===== config.mk =====
export PLATFORM = sky130hd
export DESIGN_NAME = alarm_clock_set_controller
export DESIGN_NICKNAME = d
export VERILOG_FILES = /design/src/hdl/acsc_pkg.sv /design/src/hdl/alarm_clock_set_controller.sv /design/src/hdl/acsc_next_state.sv /design/src/hdl/acsc_skid.sv
export SDC_FILE = /design/constraint.sdc
export NUM_CORES = 1
export LEC_CHECK = 0
export BUFFER_PORTS_ARGS = -buffer_cell sky130_fd_sc_hd__buf_2
export CAP_MARGIN = 20
export CELL_PAD_IN_SITES_DETAIL_PLACEMENT = 0
export CELL_PAD_IN_SITES_GLOBAL_PLACEMENT = 1
export CORE_UTILIZATION = 45
export DETAILED_ROUTE_END_ITERATION = 8
export PLACE_DENSITY = 0.83
export RECOVER_POWER = 100
export SETUP_SLACK_MARGIN = 0.05
export SLEW_MARGIN = 30
export SYNTH_ARGS = -nofsm -noshare
export SYNTH_HDL_FRONTEND = slang
export SYNTH_SLANG_ARGS = --single-unit

===== constraint.sdc =====
create_clock -name clk_i -period 5.4 [get_ports clk_i]
set_input_delay 0.27 -clock clk_i [delete_from_list [all_inputs] [get_ports clk_i]]
set_output_delay 0.27 -clock clk_i [all_outputs]
set_load 0.005 [all_outputs]

===== src/hdl/acsc_pkg.sv =====
`timescale 1ns / 1ps
// ----------------------------------------------------------------------------
// Alarm clock set controller package
// Beat types, operation and mode codes, field limits and the wrap step helper.
// ----------------------------------------------------------------------------
package acsc_pkg;

  localparam logic [2:0] OP_MODE   = 3'd0;
  localparam logic [2:0] OP_NEXT   = 3'd1;
  localparam logic [2:0] OP_INC    = 3'd2;
  localparam logic [2:0] OP_DEC    = 3'd3;
  localparam logic [2:0] OP_TOGGLE = 3'd4;
  localparam logic [2:0] OP_TICK   = 3'd5;

  localparam logic [1:0] MODE_VIEW  = 2'd0;
  localparam logic [1:0] MODE_TIME  = 2'd1;
  localparam logic [1:0] MODE_ALARM = 2'd2;

  localparam logic [2:0] FLD_HOUR   = 3'd0;
  localparam logic [2:0] FLD_MINUTE = 3'd1;
  localparam logic [2:0] FLD_DAY    = 3'd2;
  localparam logic [2:0] FLD_MONTH  = 3'd3;
  localparam logic [2:0] FLD_YEAR   = 3'd4;

  localparam logic [6:0] HOUR_MAX   = 7'd23;
  localparam logic [6:0] MINUTE_MAX = 7'd59;
  localparam logic [6:0] DAY_MAX    = 7'd31;
  localparam logic [6:0] MONTH_MAX  = 7'd12;
  localparam logic [6:0] YEAR_MAX   = 7'd99;
  localparam logic [6:0] ZERO_MIN   = 7'd0;
  localparam logic [6:0] ONE_MIN    = 7'd1;

  localparam logic [4:0] ALARM_HOUR_RST   = 5'd12;
  localparam logic [5:0] ALARM_MINUTE_RST = 6'd5;

  typedef struct packed {
    logic [2:0] op;
    logic [4:0] now_hours;
    logic [5:0] now_minutes;
  } acsc_in_t;

  typedef struct packed {
    logic [1:0] mode;
    logic [2:0] field;
    logic       alarm_on;
    logic       commit;
    logic [4:0] set_hours;
    logic [5:0] set_minutes;
    logic [4:0] set_day;
    logic [3:0] set_month;
    logic [6:0] set_year;
    logic [4:0] alarm_hour;
    logic [5:0] alarm_minute;
    logic       ring;
  } acsc_out_t;

  typedef struct packed {
    logic [1:0] mode;
    logic [2:0] field;
    logic       alarm_en;
    logic [4:0] edit_hours;
    logic [5:0] edit_minutes;
    logic [4:0] edit_day;
    logic [3:0] edit_month;
    logic [6:0] edit_year;
    logic [4:0] alarm_hour;
    logic [5:0] alarm_minute;
  } acsc_state_t;

  // Steps a value up or down inside lo..hi with wrap; out-of-range values
  // land on lo going up and on hi going down.
  function automatic logic [6:0] step_val(logic [6:0] v, logic [6:0] lo,
                                          logic [6:0] hi, logic inc);
    logic [6:0] r;
    if (inc) begin
      r = (v >= hi) ? lo : v + 7'd1;
    end else begin
      r = (v <= lo || v > hi) ? hi : v - 7'd1;
    end
    return r;
  endfunction

endpackage


===== src/hdl/alarm_clock_set_controller.sv =====
`timescale 1ns / 1ps
// ----------------------------------------------------------------------------
// Alarm clock set controller
// Mode, field selection, date and time editing, alarm setting and alarm match.
// ----------------------------------------------------------------------------
// Each input beat is one debounced button event or one clock tick; each
// accepted beat produces exactly one result beat carrying the full state
// after the event, plus the commit and ring strobes.
// Input channel: in_valid_i, in_stall_o, in_data_i. Output channel:
// out_valid_o, out_stall_i, out_data_o.
// The state register and, unless the output stalls, the output register load
// at the same edge the input beat is accepted. One beat is taken every cycle
// while in_stall_o is low; the rate is set by the state update loop.
// When the receiver stalls, the result holds in the output register and one
// further beat is taken into a skid entry; input stall rises only while that
// entry is occupied.
// Reset puts the block in view mode, field zero, alarm off, edit values zero
// and the alarm at 12:05, with both channels empty.
// ----------------------------------------------------------------------------
module alarm_clock_set_controller (
  input  logic                clk_i,
  input  logic                rst_ni,
  input  logic                in_valid_i,
  output logic                in_stall_o,
  input  acsc_pkg::acsc_in_t  in_data_i,
  output logic                out_valid_o,
  input  logic                out_stall_i,
  output acsc_pkg::acsc_out_t out_data_o
);

  acsc_pkg::acsc_state_t state_q, state_d;
  acsc_pkg::acsc_out_t   result;
  logic                  in_acc;

  assign in_acc = in_valid_i & ~in_stall_o;

  acsc_next_state u_next (
    .state_i  (state_q),
    .item_i   (in_data_i),
    .state_o  (state_d),
    .result_o (result)
  );

  always_ff @(posedge clk_i or negedge rst_ni) begin
    if (!rst_ni) begin
      state_q.mode         <= acsc_pkg::MODE_VIEW;
      state_q.field        <= acsc_pkg::FLD_HOUR;
      state_q.alarm_en     <= 1'b0;
      state_q.edit_hours   <= '0;
      state_q.edit_minutes <= '0;
      state_q.edit_day     <= '0;
      state_q.edit_month   <= '0;
      state_q.edit_year    <= '0;
      state_q.alarm_hour   <= acsc_pkg::ALARM_HOUR_RST;
      state_q.alarm_minute <= acsc_pkg::ALARM_MINUTE_RST;
    end else if (in_acc) begin
      state_q <= state_d;
    end
  end

  acsc_skid u_skid (
    .clk_i       (clk_i),
    .rst_ni      (rst_ni),
    .in_valid_i  (in_valid_i),
    .in_stall_o  (in_stall_o),
    .in_data_i   (result),
    .out_valid_o (out_valid_o),
    .out_stall_i (out_stall_i),
    .out_data_o  (out_data_o)
  );

endmodule


===== src/hdl/acsc_next_state.sv =====
`timescale 1ns / 1ps
// ----------------------------------------------------------------------------
// Alarm clock set controller next state
// Applies one event to the current state and forms the result beat.
// ----------------------------------------------------------------------------
module acsc_next_state (
  input  acsc_pkg::acsc_state_t state_i,
  input  acsc_pkg::acsc_in_t    item_i,
  output acsc_pkg::acsc_state_t state_o,
  output acsc_pkg::acsc_out_t   result_o
);

  acsc_pkg::acsc_state_t s;
  logic                  commit;
  logic                  ring;
  logic                  inc;

  always_comb begin
    s      = state_i;
    commit = 1'b0;
    ring   = 1'b0;
    inc    = (item_i.op == acsc_pkg::OP_INC);
    unique case (item_i.op)
      acsc_pkg::OP_MODE: begin
        s.mode = (state_i.mode >= acsc_pkg::MODE_ALARM) ? acsc_pkg::MODE_VIEW
                                                        : state_i.mode + 2'd1;
        if (s.mode != acsc_pkg::MODE_VIEW) begin
          s.field = acsc_pkg::FLD_HOUR;
        end
      end
      acsc_pkg::OP_NEXT: begin
        if (state_i.mode == acsc_pkg::MODE_TIME) begin
          if (state_i.field >= acsc_pkg::FLD_YEAR) begin
            s.field = acsc_pkg::FLD_HOUR;
            commit  = 1'b1;
          end else begin
            s.field = state_i.field + 3'd1;
          end
        end else if (state_i.mode == acsc_pkg::MODE_ALARM) begin
          s.field = (state_i.field >= acsc_pkg::FLD_MINUTE) ? acsc_pkg::FLD_HOUR
                                                            : acsc_pkg::FLD_MINUTE;
        end
      end
      acsc_pkg::OP_INC, acsc_pkg::OP_DEC: begin
        if (state_i.mode == acsc_pkg::MODE_TIME) begin
          case (state_i.field)
            acsc_pkg::FLD_HOUR: s.edit_hours = 5'(acsc_pkg::step_val(
                {2'b00, state_i.edit_hours}, acsc_pkg::ZERO_MIN, acsc_pkg::HOUR_MAX, inc));
            acsc_pkg::FLD_MINUTE: s.edit_minutes = 6'(acsc_pkg::step_val(
                {1'b0, state_i.edit_minutes}, acsc_pkg::ZERO_MIN, acsc_pkg::MINUTE_MAX, inc));
            acsc_pkg::FLD_DAY: s.edit_day = 5'(acsc_pkg::step_val(
                {2'b00, state_i.edit_day}, acsc_pkg::ONE_MIN, acsc_pkg::DAY_MAX, inc));
            acsc_pkg::FLD_MONTH: s.edit_month = 4'(acsc_pkg::step_val(
                {3'b000, state_i.edit_month}, acsc_pkg::ONE_MIN, acsc_pkg::MONTH_MAX, inc));
            acsc_pkg::FLD_YEAR: s.edit_year = acsc_pkg::step_val(
                state_i.edit_year, acsc_pkg::ONE_MIN, acsc_pkg::YEAR_MAX, inc);
            default: ;
          endcase
        end else if (state_i.mode == acsc_pkg::MODE_ALARM) begin
          if (state_i.field == acsc_pkg::FLD_HOUR) begin
            s.alarm_hour = 5'(acsc_pkg::step_val({2'b00, state_i.alarm_hour},
                acsc_pkg::ZERO_MIN, acsc_pkg::HOUR_MAX, inc));
          end else if (state_i.field == acsc_pkg::FLD_MINUTE) begin
            s.alarm_minute = 6'(acsc_pkg::step_val({1'b0, state_i.alarm_minute},
                acsc_pkg::ZERO_MIN, acsc_pkg::MINUTE_MAX, inc));
          end
        end
      end
      acsc_pkg::OP_TOGGLE: begin
        if (state_i.mode == acsc_pkg::MODE_VIEW || state_i.mode == acsc_pkg::MODE_ALARM) begin
          s.alarm_en = ~state_i.alarm_en;
        end
      end
      acsc_pkg::OP_TICK: begin
        ring = state_i.alarm_en && (state_i.alarm_hour == item_i.now_hours) &&
               (state_i.alarm_minute == item_i.now_minutes);
      end
      default: ;
    endcase
  end

  assign state_o = s;

  always_comb begin
    result_o.mode         = s.mode;
    result_o.field        = s.field;
    result_o.alarm_on     = s.alarm_en;
    result_o.commit       = commit;
    result_o.set_hours    = s.edit_hours;
    result_o.set_minutes  = s.edit_minutes;
    result_o.set_day      = s.edit_day;
    result_o.set_month    = s.edit_month;
    result_o.set_year     = s.edit_year;
    result_o.alarm_hour   = s.alarm_hour;
    result_o.alarm_minute = s.alarm_minute;
    result_o.ring         = ring;
  end

endmodule


===== src/hdl/acsc_skid.sv =====
`timescale 1ns / 1ps
// ----------------------------------------------------------------------------
// Alarm clock set controller output buffer
// Output register with one skid entry so a stalled result does not block input.
// ----------------------------------------------------------------------------
module acsc_skid (
  input  logic                clk_i,
  input  logic                rst_ni,
  input  logic                in_valid_i,
  output logic                in_stall_o,
  input  acsc_pkg::acsc_out_t in_data_i,
  output logic                out_valid_o,
  input  logic                out_stall_i,
  output acsc_pkg::acsc_out_t out_data_o
);

  logic                out_valid_q, out_valid_d;
  logic                skid_valid_q, skid_valid_d;
  acsc_pkg::acsc_out_t out_data_q, out_data_d;
  acsc_pkg::acsc_out_t skid_data_q, skid_data_d;
  logic                in_acc;
  logic                out_free;

  assign in_stall_o = skid_valid_q;
  assign in_acc     = in_valid_i & ~skid_valid_q;
  assign out_free   = ~out_valid_q | ~out_stall_i;

  always_comb begin
    out_valid_d  = out_valid_q;
    skid_valid_d = skid_valid_q;
    out_data_d   = out_data_q;
    skid_data_d  = skid_data_q;
    if (out_free) begin
      if (skid_valid_q) begin
        out_valid_d  = 1'b1;
        out_data_d   = skid_data_q;
        skid_valid_d = 1'b0;
      end else begin
        out_valid_d = in_acc;
        if (in_acc) begin
          out_data_d = in_data_i;
        end
      end
    end else if (in_acc) begin
      skid_valid_d = 1'b1;
      skid_data_d  = in_data_i;
    end
  end

  always_ff @(posedge clk_i or negedge rst_ni) begin
    if (!rst_ni) begin
      out_valid_q  <= 1'b0;
      skid_valid_q <= 1'b0;
    end else begin
      out_valid_q  <= out_valid_d;
      skid_valid_q <= skid_valid_d;
    end
  end

  always_ff @(posedge clk_i) begin
    out_data_q  <= out_data_d;
    skid_data_q <= skid_data_d;
  end

  assign out_valid_o = out_valid_q;
  assign out_data_o  = out_data_q;

endmodule


Yosys cells after proc, flatten, opt, wreduce, memory -nomap -nowiden
Cells that the tools add are included.
W data, S select, Z words.
- bitwise operators: 7
- add/sub/neg operators: 16
- equal/unequal tests: 13
- muxes and demuxes: 52
- reduce and logical (&&, ||, !) cells: 18
- $mul: 0
- divide/modulo/power cells: 0
- shift operators: 0
- order comparisons: 23
- operators by type and width (cell ; count):
    $mux W46 ; 2
    $mux W5 ; 12
    $mux W6 ; 9
    $mux W38 ; 1
    $mux W7 ; 4
    $mux W27 ; 1
    $mux W11 ; 2
    $mux W4 ; 4
    $add A5 B1 Y5 const B ; 3
    $ge A5 B5 Y1 const B ; 3
    $le A5 B1 Y1 const B ; 3
    $sub A5 B1 Y5 const B ; 3
    $add A6 B1 Y6 const B ; 2
    $eq A3 B2 Y1 const B ; 4
    $ge A6 B6 Y1 const B ; 2
    $gt A6 B6 Y1 const B ; 2
    $le A6 B1 Y1 const B ; 2
    $mux W3 ; 4
    $sub A6 B1 Y6 const B ; 2
    $gt A5 B5 Y1 const B ; 2
    $mux W1 ; 10
    $eq A3 B3 Y1 const B ; 3
    $add A7 B1 Y7 const B ; 1
    $ge A7 B7 Y1 const B ; 1
    other kinds (30) ; 47
- bits in registers: 138
- ROM bits: 0
- output and inout port bits: 48
- memories: 0
- word-level logic and storage cells: 165
- RAM bits: 0
- bits in latches: 0

Longest topological paths before layout
- depth in word-level cells: 11
- gate-level depth with buffers: 9

Cells and area by module
Synthesis repeated with hierarchy kept, for this count alone.
- cells, all modules: 724
- area, all modules: 8510.7 µm²
- modules (own cells, without submodules) (module ; sequential area each (µm²) ; cells an instance ; times used ; area each (µm²)):
    acsc_skid ; 2812.7 ; 150 ; 1 ; 3643.5
    acsc_next_state ; 0.0 ; 480 ; 1 ; 3001.6
    alarm_clock_set_controller ; 1106.1 ; 94 ; 1 ; 1865.5

Least setup slack after synthesis
OpenSTA, ideal clock, no wires.
- path type: flip-flop to flip-flop
- start: register u_skid.skid_valid_q, in the netlist u_skid.in_stall_o
- end: register u_skid.out_data_q, in the netlist u_skid.out_data_o[0], enable pin
- slack: 1622 ps
- arrival: 3313 ps
- path buffers: 2
- library setup time: 465 ps
- cell stages (with the launch flop): 5
- cell sequence: dfrtp_1 clkbuf_1 clkbuf_1 nor2_1 a21oi_1
- longest elaborated chain between the ends: 4
- RTL lines (what ; RTL line ; text):
    start, declared ; acsc_skid.sv:18 ; logic skid_valid_q, skid_valid_d;
    start signal, assigned ; acsc_skid.sv:56 ; skid_valid_q <= skid_valid_d;
    $not A1 Y1 ; acsc_skid.sv:25 ; assign in_acc = in_valid_i & ~skid_valid_q;
    $and A1 B1 Y1 ; acsc_skid.sv:25 ;
    $reduce_bool A2 Y1 (no source line) (*) ; n/a ;
    $reduce_and A2 Y1 (no source line) (*) ; n/a ;
    end signal, assigned ; acsc_skid.sv:61 ; out_data_q <= out_data_d;
    end, declared ; acsc_skid.sv:19 ; acsc_pkg::acsc_out_t out_data_q, out_data_d;
Every way passes the cells marked *; elsewhere a longest branch is shown, timed or not.
A chain may end at the register's enable or synchronous reset.

Worst setup path after layout
- start: register u_skid.skid_valid_q, in the netlist u_skid.in_stall_o
- end: register u_skid.out_data_q, in the netlist u_skid.out_data_o[24], enable pin
The elaborated chain is that of the path after synthesis.

==> summary.txt <==
Result of the run - finished, violations left
Failing checks - max-capacitance violations, max-slew violations
EDFF count, synth - 92
Worst setup SP type - flip-flop
Logic pwr share - 25.0%
First-pass GRT wire length - 31,120 microns
Netlist cell types - 80
Simple-Gate Fraction of Synth Area - 16.77%
Initial core utilization - 46.59%
Post-Route Skew - 0.006575 ns
Core footprint - 17,540 sq um
Die Width - 136.7 microns
Tot GR Track Use - 21.88%
Syn Std Cell Area - 8170 sq um
Net Count, Synth - 858
Seq/Total Area, Yosys - 47.96%
Worst-margin pin slew - 2.959 ns
Hold Buf Count CTS - 0
Dpl hpwl - 12,620 microns
WL/cell - 18.13 microns
Clk Latency, worst-skew pair - 0.43 ns
Switching share of power - 31.36%
Std-Cell Rows - 48
CP arrival - 4.04 ns
CTS tree - yes
DR iter-0 viols - 814
Pin count of the biggest net entering global routing - 65
Post-DRT Antenna Nets - 0
Clock Path Buffers - 2
Die height - 136.7 microns
Synth-to-Final Area Change - 11.87%
Final setup vio count - 0
Mapped Cells - 815
Commonest non-fill, non-tap cells in the layout - edfxtp_1, nand2_1, nor2_1, a21oi_1, o21ai_0
Vias in the first global route - 5,799
Final WL - 19,620 microns
Final period util - 73.41%
DR DRC count - 0
Clock share of power - 33.8%
Worst-case vdd ir drop - 0.2286 mV
Post-CTS Setup Inserts - 0
Max-slew violation count - 136
Die ar. - 18,700 sq um
Min-delay worst type - primary input to flip-flop
Leak - 3.411 nW
Final Hold Fails - 0
Initial antenna violation count - 0
Largest family of logic cells by synthesized area - compound AO/OA/AOI/OAI gates
Maximum capacitance violations - 4
Syn_area_per_cell - 10.02 sq um
Post-synthesis compound-gate area fraction - 19.28%
Maximum clock rate - 252.3 MHz
Layout cells sized above 1 - 14.12%
Nets - 887
PD cells - 409.7 nW/um^2
Gpl congestion - 0.8513
Non-filler cells, final - 1,082
Yosys warnings - 0
Internal power - 2.570 mW
# H-tree levels - 4
TNS Setup - 0 ns
Number of buffers added on ports - 65
GRT Residual Overflow - 0
Drt first pass iters - 6
#FFs+latches synth - 138
Sw Pwr - 1.174 mW
Crit path kind - flip-flop to flip-flop
Main synth FF type - edfxtp_1
Clock transition at the registers of the reported paths - 0.06 ns
Fin crit period - 3.964 ns
XOR/XNOR share of the synthesized area - 2.037%
Synth Area in Adders - 3.828%
CTS Sinks - 138
Commonest non-fill, non-tap cell in the layout - edfxtp_1
Clock root buffer - clkbuf_16
Setup crit end kind - flip-flop
Inst Count DP - 1,050
RSZ-0062 raised after global routing - no
Vias per std cell - 5.960
WP data required - 5.47 ns
Resize count post-CTS - 0
# IOs - 66
Reg power frac - 41.2%
Antenna diodes - 0
Num CTS Buffers - 17
Max-slew headroom - -97.30%
Routed vias - 6,449
CP max FO - 48
Mux contribution to synthesized area - 5.314%
Ys async rst share - 33.33%
[cells in the mapped netlist (all sizes together), types with 4 or more instances]
cell type / number / area share [%]
inv: 28 / 1.3
dfstp: 4 / 1.3
a2111oi: 4 / 0.51
o31a: 4 / 0.43
buf: 22 / 1.5
nor2: 68 / 3.1
mux2i: 4 / 0.49
nor3: 28 / 1.7
edfxtp: 92 / 34
a32oi: 6 / 0.64
nand3: 24 / 1.5
a2bb2oi: 6 / 0.64
and4: 4 / 0.43
nand2: 74 / 3.4
o21ai: 45 / 2.8
a21oi: 50 / 3.1
o211ai: 4 / 0.37
nor4: 8 / 0.98
nor2b: 9 / 0.69
o21bai: 4 / 0.37
o31ai: 26 / 2.4
and3: 7 / 0.54
nand4: 7 / 0.54
ha: 25 / 3.8
xnor2: 16 / 1.7
nor3b: 8 / 0.86
o22ai: 4 / 0.31
mux2: 35 / 4.8
o311ai: 4 / 0.43
dfrtp: 42 / 13
clkbuf: 42 / 1.9
a31oi: 12 / 0.92
a21o: 10 / 0.92
or3: 8 / 0.67
a211oi: 6 / 0.55
nand2b: 9 / 0.69
[power by group through the flow]
stage / Clock [mW] / Sequential, mW / Combinational, mW
after global placement: 0 / 1.56 / 0.935
after CTS: 1.29 / 1.54 / 0.953
after floorplan: 0 / 1.43 / 0.828
after global routing: 1.33 / 1.57 / 1.05
final: 1.27 / 1.54 / 0.937
after detailed placement: 0 / 1.55 / 0.944
[cell type report]
| type | instances | area, sq um |
|---|---|---|
| tap | 225 | 281.5 |
| fill | 1590 | 8397 |
| clock buffer | 25 | 505.5 |
| multi-input combinational | 584 | 3842 |
| inverter | 29 | 108.9 |
| clock inverter | 7 | 135.1 |
| timing repair buffer | 74 | 347.8 |
| sequential | 138 | 3919 |
[layer usage]
metal,up-vias,wire (microns),track usage [%]
li1,3116,-,-
met1,3087,9386,31.79
met2,227,8999,33.14
met3,19,990,3.259
met4,0,244,7.469
met5,-,0,0
[metrics by stage]
step / util, % / instance area [sq um] / worst slack, ns / power (mW) / hold slack (ns)
6_report: 52.12 / 9140 / 1.436 / 3.744 / 0.1401
3_3_place_gp: 48.97 / 8588 / 2.578 / 2.492 / 0.4458
5_1_grt: 52.12 / 9140 / 1.137 / 3.945 / 0.1374
4_1_cts: 52.63 / 9229 / 2.450 / 3.776 / 0.007598
3_5_place_dp: 48.97 / 8588 / 2.479 / 2.499 / 0.4548
2_1_floorplan: - / 8170 / 1.622 / 2.258 / -0.02559
[flip-flops by register name, indices dropped and copies added, names as in the netlist]
signal and flops:
u_skid.out_valid_o 1, u_skid.skid_data_q 46, u_skid.out_data_o 46, u_skid.in_stall_o 1
state_q 44
[final timing paths]
| path | from | end | slack (ns) | cells past startpoint |
|---|---|---|---|---|
| worst min-delay path | in_valid_i | u_skid.out_valid_o | 0.14 | 3 |
| worst max-delay path | u_skid.in_stall_o | u_skid.out_data_o[24] | 1.44 | 4 |
| worst min register to register | u_skid.skid_data_q[0] | u_skid.out_data_o[0] | 0.52 | 2 |
| min in group asynchronous | rst_ni | state_q[23] | 0.91 | 2 |
| max in group asynchronous | rst_ni | state_q[28] | 2.82 | 2 |
| worst max register to register | u_skid.in_stall_o | u_skid.out_data_o[24] | 1.44 | 4 |
[critical path, cell delays in order, from the launching register on]
cell and delay, ns:
dfrtp_1 0.34, clkbuf_1 1.66, nor2_1 0.35, a21oi_4 0.71
buf_4 0.51
[cell families after synthesis]
family,Yosys count
simple gates,271
compound gates,230
flops,138
buf+inv,93
mux,39
fa+ha+maj,25
xor+xnor,19
Note: power is estimated with default switching activity, not from simulation.
